File: src/design/ws4ls_pkg.sv
`default_nettype none
// ----------------------------------------------------------------------------
// ws4ls_pkg: shared definitions of the four-lane LED line serialiser
// Lane count, field widths, register indexes and register reset values.
// ----------------------------------------------------------------------------
package ws4ls_pkg;

    localparam int LANES     = 4;
    localparam int BYTE_W    = 8;
    localparam int TIME_W    = 10;
    localparam int COUNT_W   = 16;
    localparam int BITIDX_W  = 3;
    localparam int CFG_IDX_W = 3;
    localparam int CFG_W     = 16;

    typedef logic [LANES-1:0][BYTE_W-1:0] lane_bytes_t;
    typedef logic [LANES-1:0]             lane_bits_t;

    typedef enum logic [CFG_IDX_W-1:0] {
        CFG_T0H_CYCLES     = 3'd0,
        CFG_T1H_CYCLES     = 3'd1,
        CFG_BIT_CYCLES     = 3'd2,
        CFG_BYTES_PER_LANE = 3'd3,
        CFG_INVERT_OUTPUT  = 3'd4
    } cfg_index_t;

    typedef enum logic {
        REQ_TICK = 1'b0,
        REQ_LOAD = 1'b1
    } req_type_t;

    localparam logic [TIME_W-1:0]  T0H_RESET        = 10'd64;
    localparam logic [TIME_W-1:0]  T1H_RESET        = 10'd160;
    localparam logic [TIME_W-1:0]  BIT_RESET        = 10'd224;
    localparam logic [COUNT_W-1:0] BYTES_RESET      = 16'd384;
    localparam logic               INVERT_RESET     = 1'b1;
    localparam logic [COUNT_W-1:0] GROUPS_SATURATED = 16'hFFFF;

endpackage
`default_nettype wire

File: src/design/ws2812_four_lane_serializer.sv
`default_nettype none
// ----------------------------------------------------------------------------
// ws2812_four_lane_serializer: four-lane one-wire LED line serialiser
// Turns tick and load items into pulse-width coded line levels for four
// LED strip lanes, with frame end, underrun and buffer status flags.
// ----------------------------------------------------------------------------
// Pipeline: an accepted item is captured in the input register, then its result is
// registered in the result register after one pass of the timing logic.
// Throughput: one item per cycle while m_axis_tready does not stall the output.
// Reset: rst_n clears all control state and loads the register defaults;
// the holding buffer is not cleared and is only read once written.
module ws2812_four_lane_serializer (
    input  wire logic        clk,
    input  wire logic        rst_n,
    input  wire logic        s_axis_tvalid,
    output      logic        s_axis_tready,
    input  wire logic [31:0] s_axis_tdata,   // lane0_byte, lane1_byte, lane2_byte, lane3_byte
    input  wire logic        s_axis_tuser,   // req_type
    output      logic        m_axis_tvalid,
    input  wire logic        m_axis_tready,
    output      logic [7:0]  m_axis_tdata,   // line_levels, zero padding
    output      logic [3:0]  m_axis_tuser,   // load_accepted, want_data, underrun, frame_done
    input  wire logic                            cfg_we,
    input  wire logic [ws4ls_pkg::CFG_IDX_W-1:0] cfg_index,
    input  wire logic [ws4ls_pkg::CFG_W-1:0]     cfg_data
);

    logic [ws4ls_pkg::TIME_W-1:0]  t0h_reg;
    logic [ws4ls_pkg::TIME_W-1:0]  t1h_reg;
    logic [ws4ls_pkg::TIME_W-1:0]  bit_cycles_reg;
    logic [ws4ls_pkg::COUNT_W-1:0] bytes_per_lane_reg;
    logic                          invert_reg;

    logic                          in_valid_reg;
    logic                          in_type_reg;
    ws4ls_pkg::lane_bytes_t        in_bytes_reg;

    logic [ws4ls_pkg::TIME_W-1:0]   tick_reg, tick_next;
    logic [ws4ls_pkg::BITIDX_W-1:0] bit_idx_reg, bit_idx_next;
    ws4ls_pkg::lane_bytes_t         shift_reg, shift_next;
    ws4ls_pkg::lane_bytes_t         hold_reg;
    logic                           hold_valid_reg, hold_valid_next;
    logic [ws4ls_pkg::COUNT_W-1:0]  groups_reg, groups_next;
    logic                           sending_reg, sending_next;
    ws4ls_pkg::lane_bits_t          levels_reg, levels_next;

    logic                           out_valid_reg;
    logic [7:0]                     out_data_reg;
    logic [3:0]                     out_user_reg;

    logic                           advance;
    logic                           load_write;
    logic                           accepted_next;
    logic                           under_next;
    logic                           done_next;

    assign advance       = in_valid_reg && (!out_valid_reg || m_axis_tready);
    assign s_axis_tready = !in_valid_reg || advance;
    assign m_axis_tvalid = out_valid_reg;
    assign m_axis_tdata  = out_data_reg;
    assign m_axis_tuser  = out_user_reg;

    always_ff @(posedge clk or negedge rst_n)
    begin
        if (!rst_n)
        begin
            t0h_reg            <= ws4ls_pkg::T0H_RESET;
            t1h_reg            <= ws4ls_pkg::T1H_RESET;
            bit_cycles_reg     <= ws4ls_pkg::BIT_RESET;
            bytes_per_lane_reg <= ws4ls_pkg::BYTES_RESET;
            invert_reg         <= ws4ls_pkg::INVERT_RESET;
        end
        else if (cfg_we)
        begin
            case (cfg_index)
                ws4ls_pkg::CFG_T0H_CYCLES:     t0h_reg <= cfg_data[ws4ls_pkg::TIME_W-1:0];
                ws4ls_pkg::CFG_T1H_CYCLES:     t1h_reg <= cfg_data[ws4ls_pkg::TIME_W-1:0];
                ws4ls_pkg::CFG_BIT_CYCLES:
                    bit_cycles_reg <= cfg_data[ws4ls_pkg::TIME_W-1:0];
                ws4ls_pkg::CFG_BYTES_PER_LANE: bytes_per_lane_reg <= cfg_data;
                ws4ls_pkg::CFG_INVERT_OUTPUT:  invert_reg <= cfg_data[0];
                default: ;
            endcase
        end
    end

    always_ff @(posedge clk or negedge rst_n)
    begin
        if (!rst_n)
        begin
            in_valid_reg <= 1'b0;
        end
        else if (s_axis_tready)
        begin
            in_valid_reg <= s_axis_tvalid;
        end
    end

    always_ff @(posedge clk)
    begin
        if (s_axis_tvalid && s_axis_tready)
        begin
            in_type_reg  <= s_axis_tuser;
            in_bytes_reg <= s_axis_tdata;
        end
    end

    always_comb
    begin
        logic                           start;
        logic                           boundary;
        logic                           lane_bit;
        logic [ws4ls_pkg::TIME_W-1:0]   high_time;
        logic [ws4ls_pkg::TIME_W-1:0]   tick_cur;
        logic [ws4ls_pkg::TIME_W-1:0]   tick_inc;
        logic [ws4ls_pkg::BITIDX_W-1:0] bit_cur;
        logic [ws4ls_pkg::BITIDX_W-1:0] bit_inc;
        logic [ws4ls_pkg::COUNT_W-1:0]  groups_cur;

        tick_next       = tick_reg;
        bit_idx_next    = bit_idx_reg;
        shift_next      = shift_reg;
        hold_valid_next = hold_valid_reg;
        groups_next     = groups_reg;
        sending_next    = sending_reg;
        levels_next     = levels_reg;
        load_write      = 1'b0;
        accepted_next   = 1'b0;
        under_next      = 1'b0;
        done_next       = 1'b0;

        start      = !sending_reg && hold_valid_reg;
        tick_cur   = start ? '0 : tick_reg;
        bit_cur    = start ? '0 : bit_idx_reg;
        groups_cur = start ? '0 : groups_reg;
        boundary   = (tick_cur == '0) && (bit_cur == '0);
        tick_inc   = tick_cur + 1'b1;
        bit_inc    = bit_cur + 1'b1;
        lane_bit   = 1'b0;
        high_time  = '0;

        if (in_type_reg == ws4ls_pkg::REQ_LOAD)
        begin
            if (!hold_valid_reg)
            begin
                load_write      = 1'b1;
                hold_valid_next = 1'b1;
                accepted_next   = 1'b1;
            end
        end
        else if (!(sending_reg || start))
        begin
            levels_next = '0;
        end
        else if (boundary && !hold_valid_reg)
        begin
            levels_next = '0;
            under_next  = 1'b1;
        end
        else
        begin
            sending_next = 1'b1;
            groups_next  = groups_cur;
            tick_next    = tick_cur;
            bit_idx_next = bit_cur;
            if (boundary)
            begin
                shift_next      = hold_reg;
                hold_valid_next = 1'b0;
                if (groups_cur != ws4ls_pkg::GROUPS_SATURATED)
                begin
                    groups_next = groups_cur + 1'b1;
                end
            end
            for (int i = 0; i < ws4ls_pkg::LANES; i++)
            begin
                lane_bit       = shift_next[i][3'd7 - bit_cur];
                high_time      = lane_bit ? t1h_reg : t0h_reg;
                levels_next[i] = tick_cur < high_time;
            end
            tick_next = tick_inc;
            if (tick_inc >= bit_cycles_reg)
            begin
                tick_next    = '0;
                bit_idx_next = bit_inc;
                if ((bit_inc == '0) && (groups_next >= bytes_per_lane_reg))
                begin
                    done_next    = 1'b1;
                    sending_next = 1'b0;
                    groups_next  = '0;
                end
            end
        end
    end

    always_ff @(posedge clk or negedge rst_n)
    begin
        if (!rst_n)
        begin
            tick_reg       <= '0;
            bit_idx_reg    <= '0;
            shift_reg      <= '0;
            hold_valid_reg <= 1'b0;
            groups_reg     <= '0;
            sending_reg    <= 1'b0;
            levels_reg     <= '0;
        end
        else if (advance)
        begin
            tick_reg       <= tick_next;
            bit_idx_reg    <= bit_idx_next;
            shift_reg      <= shift_next;
            hold_valid_reg <= hold_valid_next;
            groups_reg     <= groups_next;
            sending_reg    <= sending_next;
            levels_reg     <= levels_next;
        end
    end

    always_ff @(posedge clk)
    begin
        if (advance && load_write)
        begin
            hold_reg <= in_bytes_reg;
        end
    end

    always_ff @(posedge clk or negedge rst_n)
    begin
        if (!rst_n)
        begin
            out_valid_reg <= 1'b0;
        end
        else if (!out_valid_reg || m_axis_tready)
        begin
            out_valid_reg <= in_valid_reg;
        end
    end

    always_ff @(posedge clk)
    begin
        if (advance)
        begin
            out_data_reg <= {4'b0000, levels_next ^ {ws4ls_pkg::LANES{invert_reg}}};
            out_user_reg <= {done_next, under_next, !hold_valid_next, accepted_next};
        end
    end

    // An underrun always leaves the lines logically low.
    assert property (@(posedge clk) disable iff (!rst_n)
        (out_valid_reg && out_user_reg[2]) |-> (levels_reg == '0))
        else $error("underrun reported with lines not low");

    // Load results never carry tick-only flags.
    assert property (@(posedge clk) disable iff (!rst_n)
        out_valid_reg |-> !(out_user_reg[0] && (out_user_reg[2] || out_user_reg[3])))
        else $error("load result carries underrun or frame end");

    // The end of a frame leaves the serialiser idle.
    assert property (@(posedge clk) disable iff (!rst_n)
        (out_valid_reg && out_user_reg[3]) |-> !sending_reg)
        else $error("frame end reported while still sending");

    // The group count is cleared whenever no frame is in progress.
    assert property (@(posedge clk) disable iff (!rst_n)
        !sending_reg |-> (groups_reg == '0))
        else $error("group count not cleared while idle");

endmodule
`default_nettype wire
File: config.mk
export PLATFORM = sky130hd
export DESIGN_NAME = ws2812_four_lane_serializer
export DESIGN_NICKNAME = d
export VERILOG_FILES = /design/src/design/ws4ls_pkg.sv /design/src/design/ws2812_four_lane_serializer.sv
export SDC_FILE = /design/constraint.sdc
export NUM_CORES = 1
export LEC_CHECK = 0
export BUFFER_PORTS_ARGS = -buffer_cell sky130_fd_sc_hd__buf_2
export CAP_MARGIN = 20
export CORE_ASPECT_RATIO = 1.25
export CORE_UTILIZATION = 61
export CTS_CLUSTER_SIZE = 12
export DETAILED_ROUTE_END_ITERATION = 16
export PLACE_DENSITY_LB_ADDON = 0.3
export RECOVER_POWER = 50
export SYNTH_ARGS = -nofsm -noshare
export SYNTH_HDL_FRONTEND = slang
export SYNTH_SLANG_ARGS = --single-unit
File: constraint.sdc
create_clock -name clk -period 6.2 [get_ports clk]
set_clock_uncertainty 0.1 [all_clocks]
set_input_delay 0.31 -clock clk [delete_from_list [all_inputs] [get_ports clk]]
set_output_delay 0.31 -clock clk [all_outputs]
set_load 0.1 [all_outputs]
# Word-level counts from Yosys, hierarchy flattened
# Cells that the tools add are included.
# totals
reg_bits,189
latch_bits,0
mem_bits_rw,0
rom_bits,0
inputBits,57
output_inout_bits,14
elab_cells,119
n_memories,0
# op_classes
n_addsub,4
multipliers,0
div_mod_pow,0
n_lt_le_gt_ge,7
eq_ne,5
n_shift,0
muxes,41
bitwise,5
n_reduce_logical,27
# op_table
cell,n
16-bit 2-to-1 mux,8
32-bit 2-to-1 mux,4
10-bit 2-to-1 mux,6
10-bit < comparator,4
16-bit by 1-bit adder with 16-bit output (second input constant),1
16-bit greater-or-equal comparator,1
16-bit inequality test (second input constant),1
1-bit 2-to-1 mux,14
1-bit binary-select mux with 3-bit select,4
4-bit 2-to-1 mux,3
10-bit by 1-bit adder with 10-bit output (second input constant),1
10-bit greater-or-equal comparator,1
10-bit zero test,1
2-bit AND reduction,5
3-bit zero test,3
1-bit logical AND,7
3-bit by 2-bit == test with 1-bit output (second input constant),2
3-bit 2-to-1 mux,2
1-bit zero test,5
3-bit by 4-bit < comparator with 1-bit output (second input constant),1
1-bit NOT,4
4-bit AND reduction,1
4-bit OR reduction,1
4-bit XOR,1
other kinds (6),8

# Logic depth before layout (Yosys ltp)
# logic_depth
ltp_word,17
depth_mapped,24

# Least setup slack after synthesis
# OpenSTA, ideal clock, no wires.
# synth_path
path_kind,flip-flop to flip-flop
start,register sending_reg
end,"register out_data_reg[3] (netlist: m_axis_tdata[3]), data pin"
setup_ps,264
t_arrival_ps,4377
path_slack_ps,1459
stages_incl_launch_ff,24
path_buffers,3
period_less_slack_ps,4741
cell_sequence,dfrtp_1 -> nand2b_1 -> buf_2 -> buf_2 -> nand2_1 -> ha_1 -> nor4bb_4 -> and3_1 -> buf_6 -> mux4_2 -> nand2_1 -> o221ai_1 -> nor2_1 -> nor2_4 -> mux2i_1 -> ha_1 -> a21o_1 -> a21o_1 -> a211oi_1 -> o21bai_1 -> a21oi_1 -> o211ai_1 -> a41o_1 -> xnor2_1
# synth_between
elab_chain_len,17
word_cells_on_any_way,22
cone_classes,add/sub (1); order compare (1); mux (12); bitwise (1); reduce/logical (7)
# synth_rtl
item,line_no,rtl
start: declaration,ws2812_four_lane_serializer.sv:44,"logic sending_reg, sending_next;"
start signal: assignment,ws2812_four_lane_serializer.sv:215,sending_reg <= sending_next;
1-bit zero test,ws2812_four_lane_serializer.sv:132,start = !sending_reg && hold_valid_reg;
1-bit logical AND,ws2812_four_lane_serializer.sv:132,
10-bit 2-to-1 mux / 3-bit 2-to-1 mux (equally long branches),"ws2812_four_lane_serializer.sv:133, ws2812_four_lane_serializer.sv:134",
10-bit zero test / 3-bit zero test (equally long branches),ws2812_four_lane_serializer.sv:136,boundary = (tick_cur == '0) && (bit_cur == '0);
1-bit logical AND,ws2812_four_lane_serializer.sv:136,
32-bit 2-to-1 mux,ws2812_four_lane_serializer.sv:166,if (boundary)
32-bit 2-to-1 mux,ws2812_four_lane_serializer.sv:155,else if (boundary && !hold_valid_reg)
32-bit 2-to-1 mux,ws2812_four_lane_serializer.sv:151,else if (!(sending_reg || start))
32-bit 2-to-1 mux,ws2812_four_lane_serializer.sv:142,if (in_type_reg == ws4ls_pkg::REQ_LOAD)
1-bit binary-select mux with 3-bit select,ws2812_four_lane_serializer.sv:177,lane_bit = shift_next[i][3'd7 - bit_cur];
1-bit 2-to-1 mux (implied by the code),ws2812_four_lane_serializer.sv:177,
10-bit 2-to-1 mux,ws2812_four_lane_serializer.sv:178,high_time = lane_bit ? t1h_reg : t0h_reg;
10-bit < comparator,ws2812_four_lane_serializer.sv:179,levels_next[i] = tick_cur < high_time;
4-bit 2-to-1 mux,ws2812_four_lane_serializer.sv:155,
4-bit 2-to-1 mux (*),ws2812_four_lane_serializer.sv:151,
4-bit 2-to-1 mux (*),ws2812_four_lane_serializer.sv:142,
4-bit XOR (*),ws2812_four_lane_serializer.sv:244,"out_data_reg <= {4'b0000, levels_next ^ {ws4ls_pkg::LANES{invert_reg}}};"
end signal: assignment,ws2812_four_lane_serializer.sv:244,
end: declaration,ws2812_four_lane_serializer.sv:48,logic [7:0] out_data_reg;
# Mark *: on every way between the ends. The rest lies on a longest branch, timed or not. The select of a mux whose other input is x is not followed.
# A chain may end at the register's enable or synchronous reset.

# Worst setup path in the final report
# Ends and elaborated chain as after synthesis.

==> impl_metrics.ini <==
[clocking]
htreeDepth = 4
clockBufferDepth = 2
cts_tree = done
cts_root_buffer = clkbuf_16
clk_latency_ns = 0.44
clk_pin_slew_ns = 0.08
cts_buffers = 17
cts.sink_count = 189

[timing]
tightest_slew_ns = 3.77
grt_setup_unrepaired = no
hold_viol_final = 0
maxSlewViolCount = 102
slew_headroom = -1.51
fin_crit_ns = 5.52
timing.fmax_ghz = 0.181
final.setup.tns_ns = 0
fin_crit_sh = 0.891
setup_viol = 0

[critical_path]
worstSetupStartpointType = flip-flop
path_delay_family = simple AND/OR/NAND/NOR gates
r2r-start = sending_reg$_DFFE_PN0P_
critPathCaptureType = flip-flop
critPathKind = flip-flop to flip-flop
critPathMaxFanout = 17
cp.arrival_ns = 5.60
crit_buf_inv = 0
crit_chain = nand2b_1, nand2_1, ha_1, nor4bb_4, and3_1, mux4_2, nand2_1, o221ai_1, nor2_1, nor2_4, mux2i_1, ha_1, a21o_1, a21o_1, a211oi_1, o21bai_1, a21oi_1, o211ai_1, a41o_1, xnor2_1
cpPeakStageDelay_ns = 0.57
r2r_cells = 20
cp_slowest_cell = mux4_2
r2r-end = m_axis_tdata[3]$_DFFE_PP_
r2r_slack_ns = 0.68
cp_data_required_time_ns = 6.28

[synth]
synthAdderAreaFrac = 0.0827
synth_seq_area_share = 0.496
ys.flop_type = dfrtp_1
async_flop_share = 0.614
synthXorXnorAreaFrac = 0.0204
synthSimpleGateAreaFrac = 0.117
synth_seq_cells = 189
syn_inst = 875
synth-warning-count = 0
muxShareOfSynthArea = 0.145
yosysUniqueCellTypes = 72
synth_area_mm2 = 0.0103
avgSynthCellArea_um2 = 11.8
synth_top_family_by_area = multiplexers
synth-compound-area-share = 0.0987
synth-edff-count = 73

[drt]
finalWirelength_um = 23000
ant_nets = 0
post_drt_via_cell_ratio = 5.95
drtIter0Drc = 477
first_pass_iters = 4
vias = 7138
post_drt_wl_per_cell_um = 19.2
drc_errors = 0

[global_route]
grt_util_all_layers = 0.276
antenna_found_initial = 0
grt_busiest_layer = met2
overflow = 0
grt_pass1_wl_um = 36900
use_met3 = 0.0443
grt_max_degree = 68
grt_pass1_vias = 7170
use_met2 = 0.472
use_met1 = 0.353

[worst_hold_path]
min_path_type = primary input to flip-flop
min_from = cfg_data[13]
holdPathStages = 2
min_to = bytes_per_lane_reg[13]$_DFFE_PN0P_

[floorplanning]
rows = 52
die_h_um = 147
die_w_um = 118
core_area_mm2 = 0.0163
dieArea_mm2 = 0.0174
ios = 71
start_util = 0.630

[power_and_ir_drop]
power_mw = 4.92
ir_drop_v = 0.000280
leakagePower_nw = 5.28
power_per_cell_area_mw_per_mm2 = 421

[final_layout]
multi_input_area_mm2 = 0.00478
fin_cells = 1200
drive_gt1_frac = 0.197
diodes = 0
nets = 1096
n_fill_cell = 1120
syn_to_final_growth_pct = 13.6
fin_util = 0.716
register_area_mm2 = 0.00511

[place]
place.gp.congestion = 0.925
place_hpwl_um = 15800
dp.cells = 1130
io_buffers = 66

[flow_run]
maxCapViolCount = 2

[outcome]
status = finished, violations left
violations = max-capacitance violations, max-slew violations
## worst reg2reg max path, cell delays in order (launching register included)
cell      delay, ns
dfrtp_1        0.43
nand2b_1       0.47
nand2_1        0.32
ha_1           0.20
nor4bb_4       0.35
and3_1         0.42
mux4_2         0.57
nand2_1        0.12
o221ai_1       0.20
nor2_1         0.25
nor2_4         0.13
mux2i_1        0.14
ha_1           0.30
a21o_1         0.16
a21o_1         0.17
a211oi_1       0.22
o21bai_1       0.10
a21oi_1        0.15
o211ai_1       0.11
a41o_1         0.24
xnor2_1        0.13
## layer usage
metal  vias to the layer above  routed length (um)
met3                        44                 935
met4                         0                 614
met2                       198               11700
met5                         -                   0
li1                       3382                   -
met1                      3514                9700
## Yosys cell counts (10+ instances only)
master      n  area share
xor2_1     10      0.0085
edfxtp_1   73        0.21
clkbuf_1   14      0.0051
a21oi_1    21       0.010
nor3_1     10      0.0049
mux2i_1    62       0.060
a21o_1     14       0.010
nand2_1    91       0.033
and3_1     12      0.0073
inv_1      39       0.014
mux2_1     14       0.015
o21ai_0    45       0.022
mux2_2     57       0.062
dfrtp_1   107        0.26
xnor2_1    14       0.012
nor2_1     28       0.010
ha_1       68       0.083
nand3_1    18      0.0088
nor2b_1    15      0.0091
nand4_1    10      0.0061
buf_2      10      0.0049
## worst max path at each step
stage                                        from                        end  depth (start not counted)
final                     sending_reg$_DFFE_PN0P_  m_axis_tdata[3]$_DFFE_PP_                         20
after global routing      sending_reg$_DFFE_PN0P_  m_axis_tdata[0]$_DFFE_PP_                         21
after CTS                 sending_reg$_DFFE_PN0P_  m_axis_tdata[3]$_DFFE_PP_                         20
after detailed placement  sending_reg$_DFFE_PN0P_  m_axis_tdata[3]$_DFFE_PP_                         20
after global placement    sending_reg$_DFFE_PN0P_  m_axis_tdata[3]$_DFFE_PP_                         20
after floorplan           sending_reg$_DFFE_PN0P_  m_axis_tdata[3]$_DFFE_PP_                         23
## cells in the final DEF, fill, tap and decap left out, drive strengths merged, types with 8 or more instances in the layout
| master | Yosys | final |
|---|---|---|
| dfrtp | 107 | 107 |
| nand2 | 91 | 91 |
| edfxtp | 73 | 73 |
| mux2 | 71 | 71 |
| buf | 21 | 69 |
| ha | 68 | 68 |
| mux2i | 62 | 62 |
| o21ai | 49 | 49 |
| inv | 39 | 46 |
| dlygate4sd3 | 0 | 38 |
| nor2 | 32 | 32 |
| clkbuf | 19 | 25 |
| a21oi | 21 | 21 |
| nand3 | 18 | 18 |
| nor2b | 15 | 15 |
| xnor2 | 14 | 14 |
| a21o | 14 | 14 |
| and3 | 14 | 14 |
| nor3 | 12 | 12 |
| nand4 | 11 | 11 |
| xor2 | 10 | 10 |
| a31oi | 10 | 10 |
| a22o | 9 | 9 |
| dfstp | 9 | 9 |
| and2 | 8 | 8 |
## stage by stage
| stage | area [um^2] | setup WS, ns | hold slack [ns] |
|---|---|---|---|
| after floorplan | 10300 | 1.46 | -0.0856 |
| after global placement | 10700 | 0.873 | 0.302 |
| after detailed placement | 10700 | 0.762 | 0.305 |
| after CTS | 11700 | 0.707 | 0.000585 |
| after global routing | 11700 | 0.212 | 0.00286 |
| final | 11700 | 0.676 | 0.000815 |
## logic make-up after synthesis
| kind of cell | after synthesis |
|---|---|
| flip-flops | 189 |
| other | 1 |
| AO/OA/AOI/OAI | 148 |
| buffers and inverters | 81 |
| multiplexers | 136 |
| AND/OR/NAND/NOR | 228 |
| adder cells (fa/ha/maj) | 68 |
| XOR/XNOR | 24 |
## power breakdown
| part | leakage [nW] | switching [mW] | total (mW) | internal (mW) |
|---|---|---|---|---|
| clock | 0.284 | 0.549 | 1.09 | 0.545 |
| sequential | 2.11 | 0.202 | 1.78 | 1.58 |
| combinational | 2.89 | 1.16 | 2.05 | 0.889 |
| total | 5.28 | 1.91 | 4.92 | 3.01 |
## final cells by class
type | count | share of cell area
clock inverter | 15 | 0.0147
multi-input combinational | 608 | 0.409
tap | 216 | 0.0231
inverter | 40 | 0.0128
timing repair buffer | 115 | 0.0668
clock buffer | 17 | 0.0364
sequential | 189 | 0.437
## what timing repair did
action	4_1_cts	5_1_grt
gates resized for setup	0	0
hold buffers	38	0
buffers inserted	0	0
endpoints found under the hold margin	94	0
Power figures use the tool's default switching activity.
